`src/gpio_port_pin_mode_interrupt_defines.svh`:
```
// Assertion macros for the GPIO port block.
`ifndef GPIO_PORT_PIN_MODE_INTERRUPT_DEFINES_SVH
`define GPIO_PORT_PIN_MODE_INTERRUPT_DEFINES_SVH
`ifndef SYNTH
`define GPPMI_ASSERT(label, prop, msg) \
  label: assert property (@(posedge clk) disable iff (rst) prop) else $error(msg);
`define GPPMI_ASSERT_NEXT(label, ante, cons, msg) \
  label: assert property (@(posedge clk) disable iff (rst) (ante) |=> (cons)) else $error(msg);
`else
`define GPPMI_ASSERT(label, prop, msg)
`define GPPMI_ASSERT_NEXT(label, ante, cons, msg)
`endif
`endif

```
`src/gppmi_pkg.sv`:
```
// Shared types and codes for the GPIO port block.
package gppmi_pkg;

  localparam int NUM_PORTS_DEF = 4;
  localparam int MAX_PORTS     = 4;
  localparam int PIN_COUNT     = 8;

  localparam logic [1:0] OP_WRITE = 2'd0;
  localparam logic [1:0] OP_READ  = 2'd1;
  localparam logic [1:0] OP_PIN   = 2'd2;

  localparam logic [2:0] REG_DATA = 3'd0;
  localparam logic [2:0] REG_DIR  = 3'd1;
  localparam logic [2:0] REG_ALT1 = 3'd2;
  localparam logic [2:0] REG_ALT2 = 3'd3;
  localparam logic [2:0] REG_MASK = 3'd4;

  typedef enum logic [2:0] {
    MODE_PASS      = 3'd0,
    MODE_LATCH     = 3'd1,
    MODE_COND_LAT  = 3'd2,
    MODE_HOLD_LAT  = 3'd3,
    MODE_EDGE      = 3'd4,
    MODE_OFF       = 3'd5,
    MODE_MATCH     = 3'd6,
    MODE_DIFF      = 3'd7
  } pin_mode_t;

  typedef struct packed {
    logic [1:0] operation;
    logic [1:0] port;
    logic [2:0] reg_select;
    logic [7:0] data;
  } item_t;

  typedef struct packed {
    logic [7:0] read_data;
    logic [7:0] pin_result;
    logic       irq_valid;
    logic [7:0] irq_vector;
    logic       ack_request;
  } result_t;

  // One port's register set as seen by the execute logic
  typedef struct packed {
    logic [7:0] data;
    logic [7:0] dir;
    logic [7:0] alt1;
    logic [7:0] alt2;
    logic [7:0] mask;
  } port_view_t;

  typedef struct packed {
    logic       wr_en;
    logic [2:0] wr_sel;
    logic [7:0] wr_val;
    logic       data_en;
    logic [7:0] data_val;
    logic       prev_en;
    logic [7:0] prev_val;
  } update_t;

endpackage

```
`src/gppmi_regs.sv`:
```
// Port register file plus the shared previous-level byte.
module gppmi_regs #(
  parameter int NUM_PORTS = gppmi_pkg::NUM_PORTS_DEF,
  parameter int PIW       = (NUM_PORTS > 1) ? $clog2(NUM_PORTS) : 1
) (
  input  logic                 clk,
  input  logic                 rst,
  input  logic [PIW-1:0]       port_idx,
  input  logic                 commit,
  input  gppmi_pkg::update_t   upd,
  output gppmi_pkg::port_view_t view,
  output logic [7:0]           prev
);

  logic [7:0] data_r [NUM_PORTS];
  logic [7:0] dir_r  [NUM_PORTS];
  logic [7:0] alt1_r [NUM_PORTS];
  logic [7:0] alt2_r [NUM_PORTS];
  logic [7:0] mask_r [NUM_PORTS];
  logic [7:0] prev_r;

  assign view.data = data_r[port_idx];
  assign view.dir  = dir_r[port_idx];
  assign view.alt1 = alt1_r[port_idx];
  assign view.alt2 = alt2_r[port_idx];
  assign view.mask = mask_r[port_idx];
  assign prev      = prev_r;

  always_ff @(posedge clk) begin
    if (rst) begin
      for (int p = 0; p < NUM_PORTS; p++) begin
        data_r[p] <= '0;
        dir_r[p]  <= '1;
        alt1_r[p] <= '0;
        alt2_r[p] <= '0;
        mask_r[p] <= '0;
      end
      prev_r <= '0;
    end else if (commit) begin
      if (upd.wr_en) begin
        unique case (upd.wr_sel)
          gppmi_pkg::REG_DATA: data_r[port_idx] <= upd.wr_val;
          gppmi_pkg::REG_DIR:  dir_r[port_idx]  <= upd.wr_val;
          gppmi_pkg::REG_ALT1: alt1_r[port_idx] <= upd.wr_val;
          gppmi_pkg::REG_ALT2: alt2_r[port_idx] <= upd.wr_val;
          gppmi_pkg::REG_MASK: mask_r[port_idx] <= upd.wr_val;
          default: ;
        endcase
      end
      if (upd.data_en) begin
        data_r[port_idx] <= upd.data_val;
      end
      if (upd.prev_en) begin
        prev_r <= upd.prev_val;
      end
    end
  end

endmodule

```
`src/gppmi_exec.sv`:
```
// Per-pin mode logic, interrupt pick, read mux and ack decode for one beat.
module gppmi_exec (
  input  gppmi_pkg::item_t      item,
  input  logic                  port_ok,
  input  gppmi_pkg::port_view_t view,
  input  logic [7:0]            prev,
  input  logic [7:0]            prio,
  output gppmi_pkg::result_t    res,
  output gppmi_pkg::update_t    upd
);

  logic [7:0] pins;
  logic [7:0] newd;
  logic [7:0] newprev;
  logic [7:0] trig;
  logic [7:0] ackp;
  logic [7:0] hi;
  logic [7:0] cand;
  logic [2:0] win;

  // Eight independent pin slices
  always_comb begin
    gppmi_pkg::pin_mode_t m;
    pins    = '0;
    newd    = view.data;
    newprev = prev;
    trig    = '0;
    ackp    = '0;
    for (int n = 0; n < gppmi_pkg::PIN_COUNT; n++) begin
      m = gppmi_pkg::pin_mode_t'({view.alt2[n], view.alt1[n], view.dir[n]});
      case (m) inside
        gppmi_pkg::MODE_PASS, gppmi_pkg::MODE_COND_LAT, gppmi_pkg::MODE_HOLD_LAT: ackp[n] = 1'b1;
        default: ;
      endcase
      unique case (m)
        gppmi_pkg::MODE_PASS:     pins[n] = item.data[n];
        gppmi_pkg::MODE_LATCH:    newd[n] = item.data[n];
        gppmi_pkg::MODE_COND_LAT: begin
          if (view.data[n]) newd[n] = item.data[n];
        end
        gppmi_pkg::MODE_HOLD_LAT: begin
          if (view.data[n]) pins[n] = 1'b1;
          else newd[n] = item.data[n];
        end
        gppmi_pkg::MODE_EDGE: begin
          if (view.data[n]) begin
            trig[n]    = item.data[n] & ~prev[n] & ~view.mask[n];
            newprev[n] = item.data[n];
          end
        end
        gppmi_pkg::MODE_OFF:   ;
        gppmi_pkg::MODE_MATCH: trig[n] = (item.data[n] == view.data[n]);
        gppmi_pkg::MODE_DIFF:  trig[n] = (item.data[n] != view.data[n]);
        default: ;
      endcase
    end
  end

  // Lowest high-priority trigger wins, else lowest trigger
  assign hi   = trig & prio;
  assign cand = (|hi) ? hi : trig;

  always_comb begin
    win = '0;
    for (int i = gppmi_pkg::PIN_COUNT - 1; i >= 0; i--) begin
      if (cand[i]) win = 3'(i);
    end
  end

  always_comb begin
    res = '0;
    upd = '0;
    upd.wr_sel   = item.reg_select;
    upd.wr_val   = item.data;
    upd.data_val = newd;
    upd.prev_val = newprev;
    if (port_ok) begin
      unique case (item.operation)
        gppmi_pkg::OP_WRITE: begin
          upd.wr_en       = 1'b1;
          res.ack_request = (item.reg_select == gppmi_pkg::REG_DATA) && (|ackp);
        end
        gppmi_pkg::OP_READ: begin
          unique case (item.reg_select)
            gppmi_pkg::REG_DATA: res.read_data = view.data;
            gppmi_pkg::REG_DIR:  res.read_data = view.dir;
            gppmi_pkg::REG_ALT1: res.read_data = view.alt1;
            gppmi_pkg::REG_ALT2: res.read_data = view.alt2;
            default:             res.read_data = '0;
          endcase
        end
        gppmi_pkg::OP_PIN: begin
          upd.data_en    = 1'b1;
          upd.prev_en    = 1'b1;
          res.pin_result = pins;
          res.irq_valid  = |trig;
          res.irq_vector = (|trig) ? {1'b1, item.port, win, 2'b00} : 8'h00;
        end
        default: ;
      endcase
    end
  end

endmodule

```
`src/gpio_port_pin_mode_interrupt.sv`:
```
// Top level of the four-port GPIO block: beat pipeline, priority registers, checks.
//
//   channel  | dir | beat carries
//   s_axis   | in  | tuser: operation, port, reg_select; tdata: pin levels / write data
//   m_axis   | out | tdata: read_data, pin_result, irq_valid, irq_vector, ack_request
//   cfg      | in  | wen + index 0..3 + wdata: per-port interrupt priority bits
//
// Two register stages: an input register and a result register, with the pin logic,
// interrupt pick and register file update between them. One beat per cycle sustained
// while m_axis accepts; a beat is captured in the input register, then in the result register.
// State (data/previous levels) is updated when a beat moves into the result register,
// so the next beat always sees it. A stalled m_axis holds the input register full;
// s_axis_tready then drops. rst is synchronous: direction registers go to all ones,
// valid flags, the other port registers, the previous-level byte and priorities to zero.
`include "gpio_port_pin_mode_interrupt_defines.svh"
module gpio_port_pin_mode_interrupt #(
  parameter int NUM_PORTS = gppmi_pkg::NUM_PORTS_DEF
) (
  input  logic        clk,
  input  logic        rst,
  input  logic        s_axis_tvalid,
  output logic        s_axis_tready,
  input  logic [7:0]  s_axis_tdata,   // [7:0] data
  input  logic [6:0]  s_axis_tuser,   // [1:0] operation, [3:2] port, [6:4] reg_select
  output logic        m_axis_tvalid,
  input  logic        m_axis_tready,
  output logic [31:0] m_axis_tdata,   // [7:0] read_data, [15:8] pin_result,
                                      // [16] irq_valid, [24:17] irq_vector,
                                      // [25] ack_request, [31:26] zero
  input  logic        cfg_wen,
  input  logic [1:0]  cfg_index,
  input  logic [7:0]  cfg_wdata
);

  localparam int PIW = (NUM_PORTS > 1) ? $clog2(NUM_PORTS) : 1;

  logic                  in_valid;
  gppmi_pkg::item_t      in_item;
  logic                  m_valid;
  gppmi_pkg::result_t    res_q;
  gppmi_pkg::result_t    res;
  gppmi_pkg::update_t    upd;
  gppmi_pkg::port_view_t view;
  logic [7:0]            prev;
  logic [7:0]            prio [gppmi_pkg::MAX_PORTS];
  logic                  advance;
  logic                  port_ok;

  // Input stage moves forward when the result register is free or being drained
  assign advance       = in_valid && (!m_valid || m_axis_tready);
  assign s_axis_tready = !in_valid || advance;
  assign port_ok       = ({1'b0, in_item.port} < 3'(NUM_PORTS));

  always_ff @(posedge clk) begin
    if (rst) begin
      in_valid <= 1'b0;
    end else if (s_axis_tready) begin
      in_valid <= s_axis_tvalid;
    end
  end

  always_ff @(posedge clk) begin
    if (s_axis_tvalid && s_axis_tready) begin
      in_item.operation  <= s_axis_tuser[1:0];
      in_item.port       <= s_axis_tuser[3:2];
      in_item.reg_select <= s_axis_tuser[6:4];
      in_item.data       <= s_axis_tdata;
    end
  end

  // Priority bits, one byte per port
  always_ff @(posedge clk) begin
    if (rst) begin
      for (int p = 0; p < gppmi_pkg::MAX_PORTS; p++) begin
        prio[p] <= '0;
      end
    end else if (cfg_wen) begin
      prio[cfg_index] <= cfg_wdata;
    end
  end

  gppmi_regs #(
    .NUM_PORTS (NUM_PORTS),
    .PIW       (PIW)
  ) u_regs (
    .clk      (clk),
    .rst      (rst),
    .port_idx (in_item.port[PIW-1:0]),
    .commit   (advance),
    .upd      (upd),
    .view     (view),
    .prev     (prev)
  );

  gppmi_exec u_exec (
    .item    (in_item),
    .port_ok (port_ok),
    .view    (view),
    .prev    (prev),
    .prio    (prio[in_item.port]),
    .res     (res),
    .upd     (upd)
  );

  // Result register
  always_ff @(posedge clk) begin
    if (rst) begin
      m_valid <= 1'b0;
    end else if (advance) begin
      m_valid <= 1'b1;
    end else if (m_axis_tready) begin
      m_valid <= 1'b0;
    end
  end

  always_ff @(posedge clk) begin
    if (advance) begin
      res_q <= res;
    end
  end

  assign m_axis_tvalid = m_valid;
  assign m_axis_tdata  = {6'b0, res_q.ack_request, res_q.irq_vector, res_q.irq_valid,
                          res_q.pin_result, res_q.read_data};

  // A held input beat must not vanish while the result side is stalled
  `GPPMI_ASSERT_NEXT(a_hold_input, in_valid && !advance, in_valid, "input beat dropped")
  // A raised interrupt always carries a vector in the 0x80..0xFF range
  `GPPMI_ASSERT(a_irq_vec, m_valid && res_q.irq_valid |-> res_q.irq_vector[7], "bad vector")
  // Only pin updates raise interrupts
  `GPPMI_ASSERT_NEXT(a_irq_src, advance && in_item.operation != gppmi_pkg::OP_PIN,
                     !res_q.irq_valid && res_q.irq_vector == 8'h00, "irq from non-pin beat")
  // Only register writes request an acknowledge
  `GPPMI_ASSERT_NEXT(a_ack_src, advance && in_item.operation != gppmi_pkg::OP_WRITE,
                     !res_q.ack_request, "ack from non-write beat")

endmodule
```
`config.mk`:
```
export PLATFORM = sky130hd
export DESIGN_NAME = gpio_port_pin_mode_interrupt
export DESIGN_NICKNAME = d
export VERILOG_FILES = /design/src/gppmi_pkg.sv /design/src/gppmi_regs.sv /design/src/gppmi_exec.sv /design/src/gpio_port_pin_mode_interrupt.sv
export VERILOG_INCLUDE_DIRS = /design/src /design/src/src
export SDC_FILE = /design/constraint.sdc
export NUM_CORES = 1
export LEC_CHECK = 0
export ABC_AREA = 1
export ABC_CLOCK_PERIOD_IN_PS = 2850
export BUFFER_PORTS_ARGS = -buffer_cell sky130_fd_sc_hd__buf_4
export CAP_MARGIN = 20
export CORE_ASPECT_RATIO = 0.75
export CORE_MARGIN = 5
export CORE_UTILIZATION = 56
export DETAILED_ROUTE_END_ITERATION = 8
export PLACE_DENSITY_LB_ADDON = 0.1
export SYNTH_ARGS = -nofsm -noshare
export SYNTH_HDL_FRONTEND = slang
export SYNTH_SLANG_ARGS = --single-unit
export TNS_END_PERCENT = 1
```
`constraint.sdc`:
```
create_clock -name clk -period 2.85 [get_ports clk]
set_input_delay 0.1425 -clock clk [delete_from_list [all_inputs] [get_ports clk]]
set_output_delay 0.1425 -clock clk [all_outputs]
set_load 0.03 [all_outputs]
```
# Yosys cells after proc, flatten, opt, wreduce, memory -nomap -nowiden
# Memory sizes are Yosys's and may differ from the RTL's. A register that Yosys moved wholly into a read port is not among the register bits.
# Cells that the tools add are included.
dict set report totals {
  register_bits 51
  mem_bits_rw 192
  in_bits 30
  output_inout_bits 34
  mem_count 6
}
# name words word_bits read_ports rd_ports_with_merged_regs wr line
set memory_table {}
lappend memory_table {prio 4 8 1 1 4 gpio_port_pin_mode_interrupt.sv:45} ;# logic [7:0] prio [gppmi_pkg::MAX_PORTS];
lappend memory_table {u_regs.alt1_r 4 8 1 1 4 gppmi_regs.sv:17} ;# logic [7:0] alt1_r [NUM_PORTS];
lappend memory_table {u_regs.alt2_r 4 8 1 1 4 gppmi_regs.sv:18} ;# logic [7:0] alt2_r [NUM_PORTS];
lappend memory_table {u_regs.data_r 4 8 1 1 4 gppmi_regs.sv:15} ;# logic [7:0] data_r [NUM_PORTS];
lappend memory_table {u_regs.dir_r 4 8 1 1 4 gppmi_regs.sv:16} ;# logic [7:0] dir_r [NUM_PORTS];
lappend memory_table {u_regs.mask_r 4 8 1 1 4 gppmi_regs.sv:19} ;# logic [7:0] mask_r [NUM_PORTS];
dict set report op_classes {
  eq_ne 70
  n_mux 138
  bitwise 36
  reduce_logical 47
}
# cell n
set op_table {}
lappend op_table {{2-to-1 mux 1 bit} 84}
lappend op_table {{equality test 3 bit (second input constant)} 25}
lappend op_table {{2-to-1 mux 8 bit} 9}
lappend op_table {{OR reduction 8 bit} 9}
lappend op_table {{equality test 3 x 2 -> 1 bit (second input constant)} 18}
lappend op_table {{one-hot mux 1 bit (3 select lines)} 16}
lappend op_table {{one-hot mux 8 bit (4 select lines)} 1}
lappend op_table {{AND reduction 4 bit} 8}
lappend op_table {{equality test 3 x 1 -> 1 bit (second input constant)} 9}
lappend op_table {{zero test 3 bit} 9}
lappend op_table {{OR reduction 3 bit} 9}
lappend op_table {{2-to-1 mux 2 bit} 12}
lappend op_table {{2-to-1 mux 3 bit} 8}
lappend op_table {{NOT 1 bit} 18}
lappend op_table {{bitwise AND 1 bit} 16}
lappend op_table {{one-hot mux 1 bit (2 select lines)} 8}
lappend op_table {{bitwise AND 8 bit} 1}
lappend op_table {{equality test 1 bit} 8}
lappend op_table {{!= test 1 bit} 8}
lappend op_table {{OR reduction 6 bit} 1}
lappend op_table {{OR reduction 4 bit} 1}
lappend op_table {{logical AND 1 bit} 3}
lappend op_table {{equality test 2 x 1 -> 1 bit (second input constant)} 1}
lappend op_table {{equality test 2 bit (second input constant)} 1}
lappend op_table {{other kinds (6)} 8}

# Depth between registers and ports, before layout
# Gate-level depths: netlist (run 1).
dict set report depth {
  depth_word 17
  depth_mapped 22
  ltp_nobuf 21
}

# Modules after synthesis
# Synthesis (run 1) repeated with hierarchy kept, for this count alone.
dict set report unflattened {
  hier_cells 1263
  hier_area_um2 12276.8
}
# module n_inst cells_each area_per_inst_um2 seq_area_each_um2
set by_module_without_submodules {}
lappend by_module_without_submodules {gppmi_regs 1 635 7048.0 4964.8}
lappend by_module_without_submodules {gpio_port_pin_mode_interrupt 1 238 2982.9 2272.2}
lappend by_module_without_submodules {gppmi_exec 1 390 2245.9 0.0}

# Worst setup path before layout (run 1)
# OpenSTA, ideal clock, no wires.
dict set report synth_path {
  path_kind {register to register}
  from {register m_valid (netlist: m_axis_tvalid)}
  to {memory u_regs.dir_r[0][0] (enable)}
  setup_time_ns 0.384
  arrival_time_ns 2.630
  required_time_ns 2.466
  setup_slack_ns -0.164
  path_stages_with_launch 10
  path_buffers 0
  cell_sequence {dfxtp_1 nand2_1 nand2_1 inv_1 nand2_1 nor2_1 inv_1 nor2_1 nand2_1 o21ai_0}
}
# element line
set synth_lines {}
lappend synth_lines {{from (decl)} gpio_port_pin_mode_interrupt.sv:39} ;# logic m_valid;
lappend synth_lines {{from (signal assigned)} gpio_port_pin_mode_interrupt.sv:108} ;# m_valid <= 1'b0;
lappend synth_lines {{from (signal assigned)} gpio_port_pin_mode_interrupt.sv:110} ;# m_valid <= 1'b1;
lappend synth_lines {{from (signal assigned)} gpio_port_pin_mode_interrupt.sv:112} ;# m_valid <= 1'b0;
lappend synth_lines {{to (decl)} gppmi_regs.sv:16}

==> results.cfg, run 1 <==
[yosys]
mappedNetlistArea_sq_um = 12100
seq_area_frac_synth = 0.593
post-synth-top-area-fraction = 0.573
synth.largest_area_cell = sky130_fd_sc_hd__edfxtp_1
syn-instance-count = 1317
synth-warning-count = 0
synth.top_cells.by_area = sky130_fd_sc_hd__edfxtp_1 57%, sky130_fd_sc_hd__nand2_1 9.5%, sky130_fd_sc_hd__nor2_1 7.8%, sky130_fd_sc_hd__nand3_1 5.5%, sky130_fd_sc_hd__inv_1 3.1%
synth-seq-cells = 242
synth_edf_count = 230
synth.lib_cells_used.distinct = 36
synthesis.area_per_instance_sq_um = 9.15
synth_async_sr_flop_share = 0
dominantRegCellSynth = sky130_fd_sc_hd__edfxtp_1

[floorplanning]
die_y_um = 137
fp.dieArea_sq_um = 24600
core.rowCount = 46
die_width_um = 179
floorplan.initialDensity = 0.569
io-pin-count = 64
core_region_area_sq_um = 21200

[routing]
drt.antenna.violating_nets = 0
drt_wirelength_um = 35700
vias = 10100
route.detailed.wl_per_inst_um = 20.5
vias_per_cell = 5.78
drt_drc_violations_left = 0
firstDrtPassIters = 7
first_iter_violations = 1593

[sta]
slew_headroom = 0.566
setup_repair_after_global_routing_missed_its_margin = true
final.hold.worst_slack_ns = 0.210
tightest_slew_ns = 0.645
finalSetupViolCount = 0
hold_violations = 0
timing.final.crit_period_ns = 2.74
crit_share_post_route = 0.960
final_setup_skew_ns = 0.0210
clock.fmax_ghz = 0.366
slew_violations = 0

[pwr]
vdd_drop_max_v = 0.000470
totalPowerFinal_mw = 8.93
power_density_nw_per_um2 = 625
cellLeakagePower_nw = 5.82

[global_routing]
grt.total_usage = 0.293
wire_length_of_the_first_global_routing_pass_um = 53700
maximum_number_of_pins_on_one_net_before_global_route_repair = 48
antenna_found_initial = 0
met1_track_demand_over_resource = 0.465
first_global_vias = 9108
global_route.overflow_total = 0
grt.met2_usage = 0.393
busiest_layer = met1
grt_use_met3 = 0.0823

[worst_setup_path]
crit_path_start_kind = flop
critical_path_required_ns = 3.12
setup.worst_path.class = reg -> reg
r2r-end = m_axis_tdata[19]$_SDFFCE_PP0P_
worst-r2r-cell-count = 21
end_kind = flop
critPathArrivalTime_ns = 3.00
critical_path_peak_fanout = 18
regToRegSetupSlack_ns = 0.11

[clock_network]
cts_buffers = 24
clockBufferDepth = 3
path_clk_slew_ns = 0.07
insertion_delay_ns = 0.53
clock-sinks = 242
ctsHtreeMaxLevel = 1
clockRootBuffer = sky130_fd_sc_hd__clkbuf_16
clock_tree_from_tritoncts = built

[cells_and_area]
area_growth_syn_to_layout_pct = 18.6
summed_area_of_non_filler_cells_in_the_final_layout_sq_um = 14300
drive_gt1_frac = 0.140
antenna_cells = 0
final.fill_count = 1665
mostFrequentLayoutCells = 300 x sky130_fd_sc_hd__nand2_1, 250 x sky130_fd_sc_hd__nor2_1, 230 x sky130_fd_sc_hd__edfxtp_1, 130 x sky130_fd_sc_hd__nand3_1, 114 x sky130_fd_sc_hd__buf_4
num-nets-final = 1480
layout.cells.most_common = sky130_fd_sc_hd__nand2_1

[worst_hold_path]
startpoint_of_the_worst_hold_path = cfg_index[0]
min_delay_worst_endpoint = prio[1][7]$_SDFFCE_PN0P_
path_type_of_the_worst_min_delay_path = in -> reg
hold_depth = 3

[outcome]
status = complete, no violations

[job]
maxCapViolCount = 0

[placed_design]
globalplace.congestion = 0.984
place.detailed.hpwl_um = 24200
port-buffer-count = 55
post_dp_cell_area_sq_um = 13000
[registers in the layout, indices dropped and copies added, names as in the netlist, 15 cells and up, named ones only]
signal	flops
u_regs.dir_r	32
u_regs.data_r	32
prio	32
u_regs.mask_r	32
u_regs.alt1_r	32
u_regs.alt2_r	32
m_axis_tdata	23
in_item	15
[how the worst max path moves through the flow]
| stage | startpoint | to | slack (ns) |
|---|---|---|---|
| after floorplan | m_axis_tvalid$_SDFFE_PP0P_ | u_regs.dir_r[0][0]$_SDFFCE_PN1P_ | -0.16 |
| after global placement | flop | m_axis_tdata[19]$_SDFFCE_PP0P_ | 0.05 |
| after detailed placement | flop | m_axis_tdata[19]$_SDFFCE_PP0P_ | -0.01 |
| after CTS | flop | m_axis_tdata[19]$_SDFFCE_PP0P_ | 0.02 |
| after global routing | flop | m_axis_tdata[19]$_SDFFCE_PP0P_ | -0.09 |
| final | flop | m_axis_tdata[19]$_SDFFCE_PP0P_ | 0.11 |
[cell families (layout without fill, tap and decap cells)]
logic type / after synthesis / after routing / synth area share
flip-flops: 242 / 242 / 0.593
AO/OA/AOI/OAI: 118 / 118 / 0.0585
AND/OR/NAND/NOR: 761 / 761 / 0.264
buffers and inverters: 179 / 307 / 0.0672
adder cells (fa/ha/maj): 16 / 16 / 0.0166
other: 1 / 8 / 0.000311
[metrics by stage]
stage,setup slack [ns],instances,utilization,TNS [ns]
after CTS,0.0180,1737,0.668,0
after detailed placement,-0.0123,1665,0.614,-0.0123
final,0.114,1740,0.675,0
after floorplan,-0.164,1324,-,-2.62
after global placement,0.0535,1665,0.614,0
after global routing,-0.0926,1740,0.675,-0.108
[what timing repair did]
action / 4_1_cts / 5_1_grt
setup buffers: 0 / 1
gates resized for setup: 1 / 25
hold buffers: 28 / 0
setup endpoints to repair: 1 / 48
pin swaps: 0 / 2
hold endpoints to repair: 54 / 0
gates cloned: 0 / 2
[worst max-delay path, cell delays in order (launching register included)]
cell and delay, ns:
sky130_fd_sc_hd__dfxtp_4 0.39, sky130_fd_sc_hd__inv_8 0.14, sky130_fd_sc_hd__buf_4 0.14, sky130_fd_sc_hd__nand2_1 0.05
sky130_fd_sc_hd__nand3_1 0.09, sky130_fd_sc_hd__nand2_1 0.11, sky130_fd_sc_hd__ha_1 0.30, sky130_fd_sc_hd__nand3b_1 0.15
sky130_fd_sc_hd__nand3_1 0.09, sky130_fd_sc_hd__nand2_1 0.07, sky130_fd_sc_hd__nand3_1 0.12, sky130_fd_sc_hd__nand2_1 0.11
sky130_fd_sc_hd__nor2_4 0.16, sky130_fd_sc_hd__nand2_2 0.10, sky130_fd_sc_hd__nand2_1 0.07, sky130_fd_sc_hd__nand2_1 0.06
sky130_fd_sc_hd__nand2_1 0.06, sky130_fd_sc_hd__nand2_1 0.04, sky130_fd_sc_hd__nand2_1 0.05, sky130_fd_sc_hd__nand2_1 0.05
sky130_fd_sc_hd__nand2_1 0.05, sky130_fd_sc_hd__a21oi_1 0.06
[synth_stat cells (12+ instances only)]
| library cell | instances |
|---|---|
| sky130_fd_sc_hd__a21oi_1 | 24 |
| sky130_fd_sc_hd__buf_2 | 14 |
| sky130_fd_sc_hd__inv_1 | 99 |
| sky130_fd_sc_hd__o21ai_0 | 39 |
| sky130_fd_sc_hd__nor2_1 | 251 |
| sky130_fd_sc_hd__nand3_1 | 132 |
| sky130_fd_sc_hd__nor3_1 | 27 |
| sky130_fd_sc_hd__o22ai_1 | 15 |
| sky130_fd_sc_hd__nand4_1 | 13 |
| sky130_fd_sc_hd__nand2_1 | 306 |
| sky130_fd_sc_hd__dfxtp_1 | 12 |
| sky130_fd_sc_hd__clkbuf_1 | 28 |
| sky130_fd_sc_hd__buf_4 | 16 |
| sky130_fd_sc_hd__nand2_2 | 14 |
| sky130_fd_sc_hd__ha_1 | 16 |
| sky130_fd_sc_hd__edfxtp_1 | 230 |
[report_power, final]
part | switching, mW | internal (mW)
clock | 1.41 | 2.10
sequential | 0.0636 | 4.03
combinational | 0.915 | 0.409
[final cells by class]
type	count	area (sq um)	share of cell area
Clock buffer	25	604	0.0423
Clock inverter	19	273	0.0191
Inverter	113	434	0.0304
Multi-Input combinational cell	903	4160	0.291
Sequential cell	242	7150	0.501
Tap cell	288	360	0.0252
Timing Repair Buffer	150	1310	0.0914
[metal layers]
layer,part of all wire,vias up
met3,0.14,50
met1,0.44,4687
met4,0.023,0
met2,0.40,644
met5,0,-
li1,-,4675
(Power assumes the default switching activity.)
==> inputs of run 2 (changes only) <==
--- a/config.mk
+++ b/config.mk
@@ -7,12 +7,12 @@
 export NUM_CORES = 1
 export LEC_CHECK = 0
 export ABC_AREA = 1
-export ABC_CLOCK_PERIOD_IN_PS = 2850
+export ABC_CLOCK_PERIOD_IN_PS = 2630
 export BUFFER_PORTS_ARGS = -buffer_cell sky130_fd_sc_hd__buf_4
 export CAP_MARGIN = 20
 export CORE_ASPECT_RATIO = 0.75
 export CORE_MARGIN = 5
-export CORE_UTILIZATION = 56
+export CORE_UTILIZATION = 40
 export DETAILED_ROUTE_END_ITERATION = 8
 export PLACE_DENSITY_LB_ADDON = 0.1
 export SYNTH_ARGS = -nofsm -noshare
==> constraint.sdc (replaced) <==
create_clock -name clk -period 2.63 [get_ports clk]
set_input_delay 0.1315 -clock clk [delete_from_list [all_inputs] [get_ports clk]]
set_output_delay 0.1315 -clock clk [all_outputs]
set_load 0.03 [all_outputs]
==> run 2 against run 1 <==
Sequential share of layout area fell by 4.9 points. Core utilization fell by 14 points. Largest cell class unchanged. Combinational power rose by 39%. Highest routed layer unchanged. Critical endpoint is now m_axis_tdata[20]$_SDFFCE_PP0P_. Cell count rose by 15%. Routed wire length rose by 10%. Die area rose by 37%. Clock power rose by 5%. Via count rose by 3.0%. Global-route usage fell by 6.3 points.
==> results.cfg, run 2 (synthesized netlist as in run 1, its figures left out) <==
[cells_and_area]
antenna_cells = 0
final.fill_count = 2774
utilization = 0.530
area_growth_syn_to_layout_pct = 31.6
layout.cells.most_common = sky130_fd_sc_hd__nand2_1
drive_gt1_frac = 0.249
mostFrequentLayoutCells = 277 x sky130_fd_sc_hd__nand2_1, 249 x sky130_fd_sc_hd__buf_4, 245 x sky130_fd_sc_hd__nor2_1, 230 x sky130_fd_sc_hd__edfxtp_1, 110 x sky130_fd_sc_hd__nand3_1
multiInputGateArea_sq_um = 4430
final_cells = 1996
num-nets-final = 1626
register_area_sq_um = 7150

[sta]
setup_repair_after_global_routing_missed_its_margin = true
final_setup_skew_ns = 0.0165
timing.final.crit_period_ns = 2.60
layout_setup_ws_ns = 0.0272
slew_violations = 0
tightest_slew_ns = 0.664
hold_violations = 0
slew_headroom = 0.552
clock.fmax_ghz = 0.384
crit_share_post_route = 0.990
finalSetupTns_ns = 0
finalSetupViolCount = 0

[outcome]
status = complete, no violations

[global_routing]
first_global_vias = 9548
maximum_number_of_pins_on_one_net_before_global_route_repair = 28
grt.total_usage = 0.229
wire_length_of_the_first_global_routing_pass_um = 59400
global_route.overflow_total = 0
antenna_found_initial = 0

[pwr]
share_seq_of_total_power = 0.446
cellLeakagePower_nw = 6.59
totalPowerFinal_mw = 9.92
internal-power_mw = 7.19
switching_share = 0.276
vdd_drop_max_v = 0.000507
power_density_nw_per_um2 = 626
netSwitchingPower_mw = 2.74
power_frac_clock = 0.369
power.combinational.fraction = 0.184

[routing]
drt.antenna.violating_nets = 0
drt_wirelength_um = 39400
vias_per_cell = 5.19
drt_drc_violations_left = 0
first_iter_violations = 1082
firstDrtPassIters = 5
vias = 10400
route.detailed.wl_per_inst_um = 19.7

[clock_network]
clockRootBuffer = sky130_fd_sc_hd__clkbuf_16
clock_tree_from_tritoncts = built
cts_buffers = 26
clockBufferDepth = 3
path_clk_slew_ns = 0.06
ctsHtreeMaxLevel = 1
insertion_delay_ns = 0.56
clock-sinks = 242

[worst_setup_path]
crit_path_start_kind = flop
end_kind = flop
critPathArrivalTime_ns = 2.91
critical_path_required_ns = 2.94
setup.worst_path.class = reg -> reg
critical_path_peak_fanout = 22

[floorplanning]
core_region_area_sq_um = 29900
fp.dieArea_sq_um = 33700
io-pin-count = 64
floorplan.initialDensity = 0.403
die_y_um = 160
die_width_um = 210
core.rowCount = 55

[placed_design]
port-buffer-count = 55
placement.setup.worst_slack_ns = -0.141
place.detailed.hpwl_um = 28300
globalplace.congestion = 0.937
placedCellCount = 1912

[worst_hold_path]
path_type_of_the_worst_min_delay_path = in -> reg
startpoint_of_the_worst_hold_path = cfg_index[0]

[job]
maxCapViolCount = 0
==> run 2: changes by cell type in the layout (fill, tap and decap cells not counted), moves of 7 or more <==
cell                      change
sky130_fd_sc_hd__nand3_1     -20
sky130_fd_sc_hd__o21ai_0      -7
sky130_fd_sc_hd__nand2_1     -23
sky130_fd_sc_hd__nand3_2     +18
sky130_fd_sc_hd__nand2_2     +18
sky130_fd_sc_hd__buf_4      +135
sky130_fd_sc_hd__o21ai_1      +8
==> run 2: stage by stage <==
step / hold WS (ns) / instance area, sq um
floorplan: 0.230 / 12100
global placement: 0.310 / 14300
detailed placement: 0.311 / 14300
CTS: 0.0604 / 15500
global route: 0.0783 / 15900
finish: 0.106 / 15900
==> run 2: cell type report <==
cell class	instances	share of cell area
Sequential cell	242	0.451
Multi-Input combinational cell	903	0.279
Timing Repair Buffer	294	0.157
Clock buffer	30	0.0420
Tap cell	399	0.0315
Inverter	113	0.0279
Clock inverter	15	0.0110
==> run 2: per-layer routing <==
| metal | track usage | part of all wire |
|---|---|---|
| met2 | 0.308 | 0.40 |
| met5 | 0 | 0 |
| met4 | 0.0427 | 0.020 |
| met1 | 0.381 | 0.49 |
| met3 | 0.0457 | 0.092 |
==> run 2: power by group through the flow <==
stage | Sequential, mW | Combinational [mW] | Clock, mW
detailed placement | 4.50 | 1.64 | 0
global placement | 4.50 | 1.63 | 0
floorplan | 4.52 | 0.825 | 0
CTS | 4.43 | 1.72 | 3.73
finish | 4.43 | 1.83 | 3.67
global route | 4.44 | 1.98 | 3.89
==> run 2: final timing paths <==
path	end	slack, ns	cells after the start
min	prio[1][4]$_SDFFCE_PN0P_	0.11	4
min reg2reg	u_regs.prev[1]$_SDFFE_PP0P_	0.49	2
max	m_axis_tdata[20]$_SDFFCE_PP0P_	0.03	16
max reg2reg	m_axis_tdata[20]$_SDFFCE_PP0P_	0.03	16
==> run 2: critical path, stage by stage, from the launching register on <==
cell and delay [ns]:
sky130_fd_sc_hd__dfxtp_4 0.42, sky130_fd_sc_hd__clkinv_8 0.10, sky130_fd_sc_hd__buf_16 0.18, sky130_fd_sc_hd__buf_4 0.16
sky130_fd_sc_hd__nand2_1 0.05, sky130_fd_sc_hd__nand3_1 0.10, sky130_fd_sc_hd__nand2_4 0.14, sky130_fd_sc_hd__buf_4 0.12
sky130_fd_sc_hd__inv_2 0.04, sky130_fd_sc_hd__nand4_1 0.08, sky130_fd_sc_hd__nand3_2 0.11, sky130_fd_sc_hd__nor4_1 0.37
sky130_fd_sc_hd__nand4_1 0.16, sky130_fd_sc_hd__nand2_1 0.11, sky130_fd_sc_hd__inv_1 0.06, sky130_fd_sc_hd__nand2_1 0.09
sky130_fd_sc_hd__a31oi_1 0.05
==> run 2: what timing repair did <==
action	CTS	global route
hold buffers	28	0
gates cloned	1	0
resized for setup	29	65
hold endpoints to repair	57	0
buffers inserted	3	7
setup endpoints to repair	13	47
pin swaps	5	27
